`config.mk`:
```
export PLATFORM = sky130hd
export DESIGN_NAME = bump_page_allocator_top
export DESIGN_NICKNAME = d
export VERILOG_FILES = /design/src/rtl/bpa_pkg.sv /design/src/rtl/bpa_ram.sv /design/src/rtl/bump_page_allocator_top.sv
export SDC_FILE = /design/constraint.sdc
export NUM_CORES = 2
export LEC_CHECK = 0
export BUFFER_PORTS_ARGS = -buffer_cell sky130_fd_sc_hd__buf_4
export CAP_MARGIN = 15
export CORE_MARGIN = 10
export CORE_UTILIZATION = 25
export DETAILED_ROUTE_END_ITERATION = 6
export RECOVER_POWER = 100
export SYNTH_ARGS = -nofsm -noshare
export SYNTH_HDL_FRONTEND = slang
export SYNTH_SLANG_ARGS = --single-unit
```
`constraint.sdc`:
```
create_clock -name clk -period 41.5 [get_ports clk]
set_input_delay 8.3 -clock clk [delete_from_list [all_inputs] [get_ports clk]]
set_output_delay 8.3 -clock clk [all_outputs]
set_load 0.005 [all_outputs]
```
`src/rtl/bpa_pkg.sv`:
```
// bpa_pkg: shared types and constants of the bump page allocator
// depends on nothing; imported by bump_page_allocator_top and its testbench
`default_nettype none

package bpa_pkg;

	// default sizing
	localparam int MAX_RANGES_DEF = 16;
	localparam int PAGE_SHIFT_DEF = 12;

	// fixed field widths
	localparam int ADDR_W   = 64;
	localparam int TYPE_W   = 32;
	localparam int FREE_W   = 56;
	localparam int RUSED_W  = 5;
	localparam int PADDR_W  = 4;
	localparam int PDATA_W  = 64;

	// operation codes
	localparam logic [1:0] OP_CLEAR = 2'd0;
	localparam logic [1:0] OP_LOAD  = 2'd1;
	localparam logic [1:0] OP_ALLOC = 2'd2;

	// status codes
	localparam logic [1:0] STS_DONE    = 2'd0;
	localparam logic [1:0] STS_SKIPPED = 2'd1;
	localparam logic [1:0] STS_FULL    = 2'd2;
	localparam logic [1:0] STS_NO_PAGE = 2'd3;

	// register select (address bit 3)
	localparam logic REG_MIN_ADDRESS = 1'b0;
	localparam logic REG_USABLE_TYPE = 1'b1;

	// register reset values
	localparam logic [ADDR_W-1:0] MIN_ADDRESS_RST = 64'h0000_0000_0010_0000;
	localparam logic [TYPE_W-1:0] USABLE_TYPE_RST = 32'd1;

	// sequencer states
	typedef enum logic [3:0] {
		ST_IDLE,
		ST_LD_END,
		ST_LD_ALIGN,
		ST_LD_CHECK,
		ST_LD_SUM,
		ST_A_ADDR,
		ST_A_CHECK,
		ST_A_DEC,
		ST_DONE
	} bpa_state_t;

endpackage

`default_nettype wire

```
`src/rtl/bpa_ram.sv`:
```
// bpa_ram: generic single-write, single-read RAM with registered read data
// depends on nothing
`default_nettype none

module bpa_ram #(
	parameter int WIDTH = 64,
	parameter int DEPTH = 16
) (
	input  wire                                     clk,
	input  wire                                     we,
	input  wire [((DEPTH > 1) ? $clog2(DEPTH) : 1)-1:0] waddr,
	input  wire [WIDTH-1:0]                         wdata,
	input  wire [((DEPTH > 1) ? $clog2(DEPTH) : 1)-1:0] raddr,
	output logic [WIDTH-1:0]                        rdata
);

	logic [WIDTH-1:0] mem_q [DEPTH];

	// write port
	always_ff @(posedge clk) begin
		if (we) begin
			mem_q[waddr] <= wdata;
		end
	end

	// registered read port
	always_ff @(posedge clk) begin
		rdata <= mem_q[raddr];
	end

endmodule

`default_nettype wire

```
`src/rtl/bump_page_allocator_top.sv`:
```
// bump_page_allocator_top: page allocator over memory-map ranges
// depends on bpa_pkg and bpa_ram (range table of next-free/limit pairs)
// clear, unknown op and unusable entry go straight to the result; load passes the end, align,
// check and sum states as the entry allows; alloc skips exhausted ranges from the active one
// one item at a time: ready only while idle; all sums go through the shared 64-bit adder,
// and alloc reads the range table one range at a time through its registered read port
// reset: table empty, free count zero, registers at their reset values; no clearing pass
`default_nettype none

module bump_page_allocator_top #(
	parameter int MAX_RANGES = bpa_pkg::MAX_RANGES_DEF,
	parameter int PAGE_SHIFT = bpa_pkg::PAGE_SHIFT_DEF
) (
	input  wire                            clk,
	input  wire                            arst_n,
	// item channel
	input  wire                            item_valid,
	output logic                           item_ready,
	input  wire [1:0]                      op,
	input  wire [bpa_pkg::ADDR_W-1:0]      entry_base,
	input  wire [bpa_pkg::ADDR_W-1:0]      entry_length,
	input  wire [bpa_pkg::TYPE_W-1:0]      entry_type,
	// result channel
	output logic                           result_valid,
	input  wire                            result_ready,
	output logic [bpa_pkg::ADDR_W-1:0]     page_addr,
	output logic [1:0]                     status,
	output logic [bpa_pkg::FREE_W-1:0]     free_pages,
	output logic [bpa_pkg::RUSED_W-1:0]    ranges_used,
	// configuration port
	input  wire                            psel,
	input  wire                            penable,
	input  wire                            pwrite,
	input  wire [bpa_pkg::PADDR_W-1:0]     paddr,
	input  wire [bpa_pkg::PDATA_W-1:0]     pwdata,
	output logic [bpa_pkg::PDATA_W-1:0]    prdata,
	output logic                           pready
);

	import bpa_pkg::*;

	localparam int CW = $clog2(MAX_RANGES + 1);
	localparam int AW = (MAX_RANGES > 1) ? $clog2(MAX_RANGES) : 1;
	localparam int RW = 2 * ADDR_W;
	localparam logic [ADDR_W-1:0] PG_SIZE = ADDR_W'(64'd1 << PAGE_SHIFT);
	localparam logic [ADDR_W-1:0] PG_MASK = PG_SIZE - ADDR_W'(1);
	localparam logic [CW-1:0] MAX_CNT = CW'(MAX_RANGES);

	bpa_state_t state_q, state_d;

	// configuration registers
	logic [ADDR_W-1:0] min_address_q;
	logic [TYPE_W-1:0] usable_type_q;

	// control state
	logic [CW-1:0]     count_q;
	logic [CW-1:0]     active_q;
	logic [CW-1:0]     idx_q;
	logic [ADDR_W-1:0] sum_q;
	logic              result_valid_q;

	// working payload
	logic [ADDR_W-1:0] base_q, len_q, start_q, end_q, pages_q, page_q;
	logic [1:0]        status_q;
	logic              wrap_q;
	logic [ADDR_W-1:0] res_page_q;
	logic [1:0]        res_status_q;
	logic [FREE_W-1:0] res_free_q;
	logic [RUSED_W-1:0] res_used_q;

	// shared adder
	logic [ADDR_W-1:0] add_a, add_b;
	logic              add_cin;
	logic [ADDR_W:0]   add_res;

	// range table
	logic          ram_we;
	logic [AW-1:0] ram_waddr;
	logic [RW-1:0] ram_wdata;
	logic [RW-1:0] ram_rdata;
	logic [ADDR_W-1:0] rd_next, rd_limit;

	logic item_xfer, cfg_wr, done_fire, fits, nonempty;

	assign item_ready = (state_q == ST_IDLE);
	assign item_xfer  = item_valid && item_ready;
	assign cfg_wr     = psel && penable && pwrite && pready;
	assign pready     = 1'b1;
	assign done_fire  = (state_q == ST_DONE) && (!result_valid_q || result_ready);

	assign rd_next  = ram_rdata[ADDR_W-1:0];
	assign rd_limit = ram_rdata[RW-1:ADDR_W];

	assign add_res  = {1'b0, add_a} + {1'b0, add_b} + {{ADDR_W{1'b0}}, add_cin};
	assign fits     = !(add_res[ADDR_W-1:0] > rd_limit);
	assign nonempty = add_res[ADDR_W] && (add_res[ADDR_W-1:0] != '0);

	bpa_ram #(
		.WIDTH(RW),
		.DEPTH(MAX_RANGES)
	) u_range_ram (
		.clk  (clk),
		.we   (ram_we),
		.waddr(ram_waddr),
		.wdata(ram_wdata),
		.raddr(idx_q[AW-1:0]),
		.rdata(ram_rdata)
	);

	// register read mux
	always_comb begin
		case (paddr[3])
			REG_MIN_ADDRESS: prdata = min_address_q;
			REG_USABLE_TYPE: prdata = {{(PDATA_W-TYPE_W){1'b0}}, usable_type_q};
			default:         prdata = '0;
		endcase
	end

	// next state, adder operands and table write
	always_comb begin
		state_d   = state_q;
		add_a     = '0;
		add_b     = '0;
		add_cin   = 1'b0;
		ram_we    = 1'b0;
		ram_waddr = idx_q[AW-1:0];
		ram_wdata = {rd_limit, add_res[ADDR_W-1:0]};
		case (state_q)
			ST_IDLE: begin
				if (item_xfer) begin
					case (op)
						OP_LOAD: begin
							if (entry_type == usable_type_q && entry_length != '0) begin
								state_d = ST_LD_END;
							end else begin
								state_d = ST_DONE;
							end
						end
						OP_ALLOC: state_d = ST_A_ADDR;
						default:  state_d = ST_DONE;
					endcase
				end
			end
			ST_LD_END: begin
				add_a = base_q;
				add_b = len_q;
				state_d = add_res[ADDR_W] ? ST_DONE : ST_LD_ALIGN;
			end
			ST_LD_ALIGN: begin
				add_a = start_q;
				add_b = PG_MASK;
				state_d = ST_LD_CHECK;
			end
			ST_LD_CHECK: begin
				add_a   = end_q;
				add_b   = ~start_q;
				add_cin = 1'b1;
				ram_waddr = count_q[AW-1:0];
				ram_wdata = {end_q, start_q};
				if (nonempty && count_q < MAX_CNT) begin
					ram_we  = 1'b1;
					state_d = ST_LD_SUM;
				end else begin
					state_d = ST_DONE;
				end
			end
			ST_LD_SUM: begin
				add_a = sum_q;
				add_b = pages_q;
				state_d = ST_DONE;
			end
			ST_A_ADDR: begin
				state_d = (idx_q >= count_q) ? ST_DONE : ST_A_CHECK;
			end
			ST_A_CHECK: begin
				add_a = rd_next;
				add_b = PG_SIZE;
				if (fits) begin
					ram_we  = 1'b1;
					state_d = ST_A_DEC;
				end else begin
					state_d = ST_A_ADDR;
				end
			end
			ST_A_DEC: begin
				add_a = sum_q;
				// a pointer bumped through zero counts every page below the limit again
				add_b = wrap_q ? (rd_limit >> PAGE_SHIFT) : '1;
				state_d = ST_DONE;
			end
			ST_DONE: begin
				if (done_fire) begin
					state_d = ST_IDLE;
				end
			end
			default: state_d = ST_IDLE;
		endcase
	end

	// control registers
	always_ff @(posedge clk or negedge arst_n) begin
		if (!arst_n) begin
			state_q        <= ST_IDLE;
			min_address_q  <= MIN_ADDRESS_RST;
			usable_type_q  <= USABLE_TYPE_RST;
			count_q        <= '0;
			active_q       <= '0;
			idx_q          <= '0;
			sum_q          <= '0;
			result_valid_q <= 1'b0;
		end else begin
			state_q <= state_d;
			if (cfg_wr) begin
				case (paddr[3])
					REG_MIN_ADDRESS: min_address_q <= pwdata;
					REG_USABLE_TYPE: usable_type_q <= pwdata[TYPE_W-1:0];
					default: ;
				endcase
			end
			if (done_fire) begin
				result_valid_q <= 1'b1;
			end else if (result_ready) begin
				result_valid_q <= 1'b0;
			end
			case (state_q)
				ST_IDLE: begin
					idx_q <= active_q;
					if (item_xfer && op == OP_CLEAR) begin
						count_q  <= '0;
						active_q <= '0;
						sum_q    <= '0;
					end
				end
				ST_LD_CHECK: begin
					if (nonempty && count_q < MAX_CNT) begin
						count_q <= count_q + CW'(1);
					end
				end
				ST_LD_SUM: sum_q <= add_res[ADDR_W-1:0];
				ST_A_ADDR: begin
					if (idx_q >= count_q) begin
						active_q <= count_q;
					end
				end
				ST_A_CHECK: begin
					if (fits) begin
						active_q <= idx_q;
					end else begin
						idx_q    <= idx_q + CW'(1);
						active_q <= idx_q + CW'(1);
					end
				end
				ST_A_DEC: sum_q <= add_res[ADDR_W-1:0];
				default: ;
			endcase
		end
	end

	// payload registers
	always_ff @(posedge clk) begin
		case (state_q)
			ST_IDLE: begin
				base_q   <= entry_base;
				len_q    <= entry_length;
				page_q   <= '0;
				status_q <= (op == OP_LOAD) ? STS_SKIPPED : STS_DONE;
			end
			ST_LD_END: begin
				end_q   <= add_res[ADDR_W-1:0];
				start_q <= (base_q < min_address_q) ? min_address_q : base_q;
			end
			ST_LD_ALIGN: begin
				start_q <= add_res[ADDR_W-1:0] & ~PG_MASK;
				end_q   <= end_q & ~PG_MASK;
			end
			ST_LD_CHECK: begin
				pages_q <= add_res[ADDR_W-1:0] >> PAGE_SHIFT;
				if (!nonempty) begin
					status_q <= STS_SKIPPED;
				end else if (count_q >= MAX_CNT) begin
					status_q <= STS_FULL;
				end else begin
					status_q <= STS_DONE;
				end
			end
			ST_A_ADDR: begin
				if (idx_q >= count_q) begin
					status_q <= STS_NO_PAGE;
				end
			end
			ST_A_CHECK: begin
				if (fits) begin
					page_q   <= rd_next;
					status_q <= STS_DONE;
					wrap_q   <= add_res[ADDR_W];
				end
			end
			default: ;
		endcase
		// result register
		if (done_fire) begin
			res_page_q   <= page_q;
			res_status_q <= status_q;
			res_free_q   <= (sum_q[ADDR_W-1:FREE_W] != '0) ? '1 : sum_q[FREE_W-1:0];
			res_used_q   <= RUSED_W'(count_q);
		end
	end

	assign result_valid = result_valid_q;
	assign page_addr    = res_page_q;
	assign status       = res_status_q;
	assign free_pages   = res_free_q;
	assign ranges_used  = res_used_q;

`ifndef ASSERT_OFF
	a_count_bound: assert property (@(posedge clk) disable iff (!arst_n)
		count_q <= MAX_CNT)
		else $error("range count above table size");

	a_active_bound: assert property (@(posedge clk) disable iff (!arst_n)
		active_q <= count_q)
		else $error("active range beyond stored ranges");

	a_busy_after_xfer: assert property (@(posedge clk) disable iff (!arst_n)
		item_xfer |=> (state_q != ST_IDLE))
		else $error("sequencer idle right after item transfer");

	a_no_page_zero: assert property (@(posedge clk) disable iff (!arst_n)
		(result_valid && status == STS_NO_PAGE) |-> (page_addr == '0))
		else $error("page address nonzero with out-of-pages status");

	a_table_write_busy: assert property (@(posedge clk) disable iff (!arst_n)
		ram_we |-> (state_q == ST_LD_CHECK || state_q == ST_A_CHECK))
		else $error("range table written outside load or alloc check");
`endif

endmodule

`default_nettype wire

```
==> impl_metrics.csv <==
group,metric,value,unit
sta,hold_viol,0,
cts,root_buffer,"clkbuf_16",
routing,ant_nets,0,
synth,synth_commonest_cells,"2,550 x edfxtp_1, 640 x mux4_2, 446 x nand2_1",
layout,drive_above_1_share,21.80,%
cts,cts_tree,"yes",
floorplanning,rows,251,
power_and_ir_drop,ir_drop,0.09728,mV
sta,period_share,65.93,%
critical_path,cp_slowest_cell,"clkbuf_1",
layout,area_growth,17.37,%
synth,yosysWarnings,0,
routing,via_per_inst,4.973,
synth,synth_most_common_cell,"edfxtp_1",
place,gp_congestion,0.9350,
layout,multi_input_area,0.03139,mm2
critical_path,cpPeakStageDelay,6650,ps
synth,syn_area,0.1171,mm2
sta,slew_headroom,-540.3,%
synth,syn-num-nets,7039,
power_and_ir_drop,power.density,77.23,mW/mm2
critical_path,startpoint_type,"register",
sta,tightest_slew,9605,ps
layout,final_nets,7654,
sta,rsz0062_at_grt,"no",
grt,grt_use_total,15.85,%
power_and_ir_drop,cellLeakagePower,46.20,nW
place,portBuffers,426,
grt,antenna_found_initial,58,
floorplanning,dieArea,0.4964,mm2
cts,cts_sinks,2858,
synth,yosysUniqueCellTypes,96,
grt,gr-total-overflow,0,
cts,clk_pin_slew,60,ps
synth,synth_ff_type,"edfxtp_1",
critical_path,cp.arrival,27770,ps
outcome,status,"complete, but fails checks",
synth,synth_top_area_share,65.37,%
critical_path,cp-endpoint,"u_range_ram.mem_q[10][12]",
synth,ys_seq_area_share,71.40,%
routing,route.detailed.drc,0,
synth,avgSynthCellArea,17.75,um2
cts,clock_latency,930,ps
floorplanning,io_pins,431,
critical_path,reg2reg_slack,14140,ps
synth,synthTopCellsByArea,"edfxtp_1 65%, mux4_2 12%, dfrtp_1 3.8%, dfxtp_1 2.2%, ha_1 2.1%",
critical_path,worstPathMaxFanout,102,
cts,h-tree-depth,5,
routing,initialDrtViolationCount,9830,
critical_path,critPathRequiredTime,41910,ps
outcome,failed_checks,"capacitance limit, slew limit",
place,place_ws,22980,ps
critical_path,worst-path-buf-inv,6,
cts,cts_buffers,306,
grt,grt_pass1_wl,559500,um
job,maxCapViolations,119,
place,dp_hpwl,272300,um
cts,cts-hold-fix-buffers,0,
grt,grt_pass1_vias,67811,
floorplanning,start_util,25.08,%
critical_path,critical_path_class,"register to register",
cts,postCtsSetupBuffers,0,
critical_path,crit_top_cell,"clkbuf_1",
layout,seq_area,0.08365,mm2
synth,syn-instance-count,6600,
critical_path,r2r_end,"u_range_ram.mem_q[10][12]",
sta,fmax,36.55,MHz
synth,synth_area_leader_cell,"edfxtp_1",
critical_path,reg2reg_from,"state_q[3]",
routing,routed_wl,411900,um
hold_path,hold_class,"register to register",
routing,num_vias,68090,
floorplanning,core-area,0.4670,mm2
routing,wire_per_inst,30.08,um
sta,skew,63.59,ps
floorplanning,die_w,704.5,um
critical_path,crit_cells,29,
sta,timing.final.crit_period,27360,ps
synth,synthArstFlopShare,6.298,%
routing,dr.pass1.iters,6,
critical_path,endpoint_kind,"register",
grt,grt_max_degree,110,
synth,synth_seq_cells,2858,
floorplanning,die_h,704.5,um
sta,slew_viol_final,4225,
critical_path,cpLargestDelayFamily,"buffers and inverters",
sta,setup_viol,0,
synth,synth_edf_count,2550,
critical_path,startpoint,"state_q[3]",
layout,num-fill-cells,46067,
cts,cts_resized,0,
sta,finalSetupTns,0,ps
cts,clockBufferDepth,4,
sta,setup_ws,14140,ps
critical_path,r2r_cells,29,
-- placed cells by master (no fill, tap or decap), types with 47 or more instances in the layout --
cell type | netlist | final
dfrtp_1 | 178 | 176
mux2_2 | 97 | 97
inv_1 | 194 | 192
or2_2 | 61 | 55
nand2_1 | 446 | 447
xor2_1 | 59 | 54
dfxtp_1 | 128 | 128
edfxtp_1 | 2550 | 2550
o21ai_0 | 280 | 286
a21o_1 | 85 | 85
nor3_1 | 48 | 47
clkbuf_4 | 0 | 174
clkinv_2 | 0 | 55
a22oi_1 | 66 | 66
and3_1 | 76 | 77
a21oi_1 | 227 | 229
ha_1 | 200 | 200
nand4b_1 | 63 | 63
clkbuf_16 | 0 | 317
mux2i_1 | 98 | 98
clkbuf_1 | 292 | 407
nor2_1 | 204 | 198
nand4_1 | 72 | 73
mux4_2 | 640 | 640
buf_4 | 2 | 159
-- flip-flops by register name, indices dropped and copies added (netlist names) --
name / cells
result_valid: 1
free_pages: 56
wrap_q: 1
page_q: 64
count_q: 5
usable_type_q: 32
pages_q: 52
state_q: 4
u_range_ram.rdata: 128
idx_q: 5
sum_q: 64
page_addr: 64
start_q: 64
active_q: 5
ranges_used: 5
min_address_q: 64
u_range_ram.mem_q: 2048
status: 2
status_q: 2
base_q: 64
len_q: 64
end_q: 64
-- through the flow --
stage               util (%)  power (mW)  hold slack [ps]  area [um2]  instances
floorplan                  -       6.267            400.3      117100       6600
global placement       27.57       7.806            409.3      128800      13081
detailed placement     27.59       7.896            404.5      128900      13096
CTS                    29.76       10.66            417.8      139000      13661
global route           29.44       11.01            421.6      137500      13682
finish                 29.44       10.62            415.7      137500      13693
-- worst min path at each step --
stage | endpoint | slack (ps) | cells after the start | startpoint
floorplan | page_addr[0] | 400 | 0 | page_q[0]
global placement | page_addr[44] | 410 | 0 | page_q[44]
detailed placement | page_addr[21] | 400 | 0 | page_q[21]
CTS | page_addr[21] | 420 | 0 | page_q[21]
global route | page_addr[23] | 420 | 0 | page_q[23]
finish | page_addr[2] | 420 | 0 | page_q[2]
-- cell type report --
type | count | area share (%)
sequential | 2858 | 60.84
timing repair buffer | 663 | 2.762
tap | 6198 | 5.640
multi-input combinational | 3191 | 22.83
inverter | 195 | 0.5360
clock buffer | 420 | 6.204
clock inverter | 145 | 1.145
antenna | 23 | 0.04186
-- logic make-up after synthesis --
| group | synth area share, % |
|---|---|
| AOI/OAI and AO/OA | 4.794 |
| xor gates and xnor gates | 0.6644 |
| adders and majority gates | 2.170 |
| buffers and inverters | 1.807 |
| DFF | 71.40 |
| muxes | 14.07 |
| other | 0.003201 |
| and+or+nand+nor | 5.085 |
-- metal layers --
metal  up-vias  share of wire [%]  global-route usage, %
li1      27713                  -                      -
met1     35786                 38                  19.86
met3       717                 11                  4.411
met5         -              0.034                      0
met2      3852                 47                  25.81
met4        22                4.8                  6.539
-- where the power goes --
group | total, mW | internal (mW) | leakage (nW) | switching [mW]
logic | 3.42 | 1.23 | 14.5 | 2.19
registers | 4.43 | 4.07 | 26.7 | 0.356
clock network | 2.77 | 1.60 | 4.93 | 1.17
total | 10.6 | 6.91 | 46.2 | 3.71
Note: power is estimated with default switching activity, not from simulation.
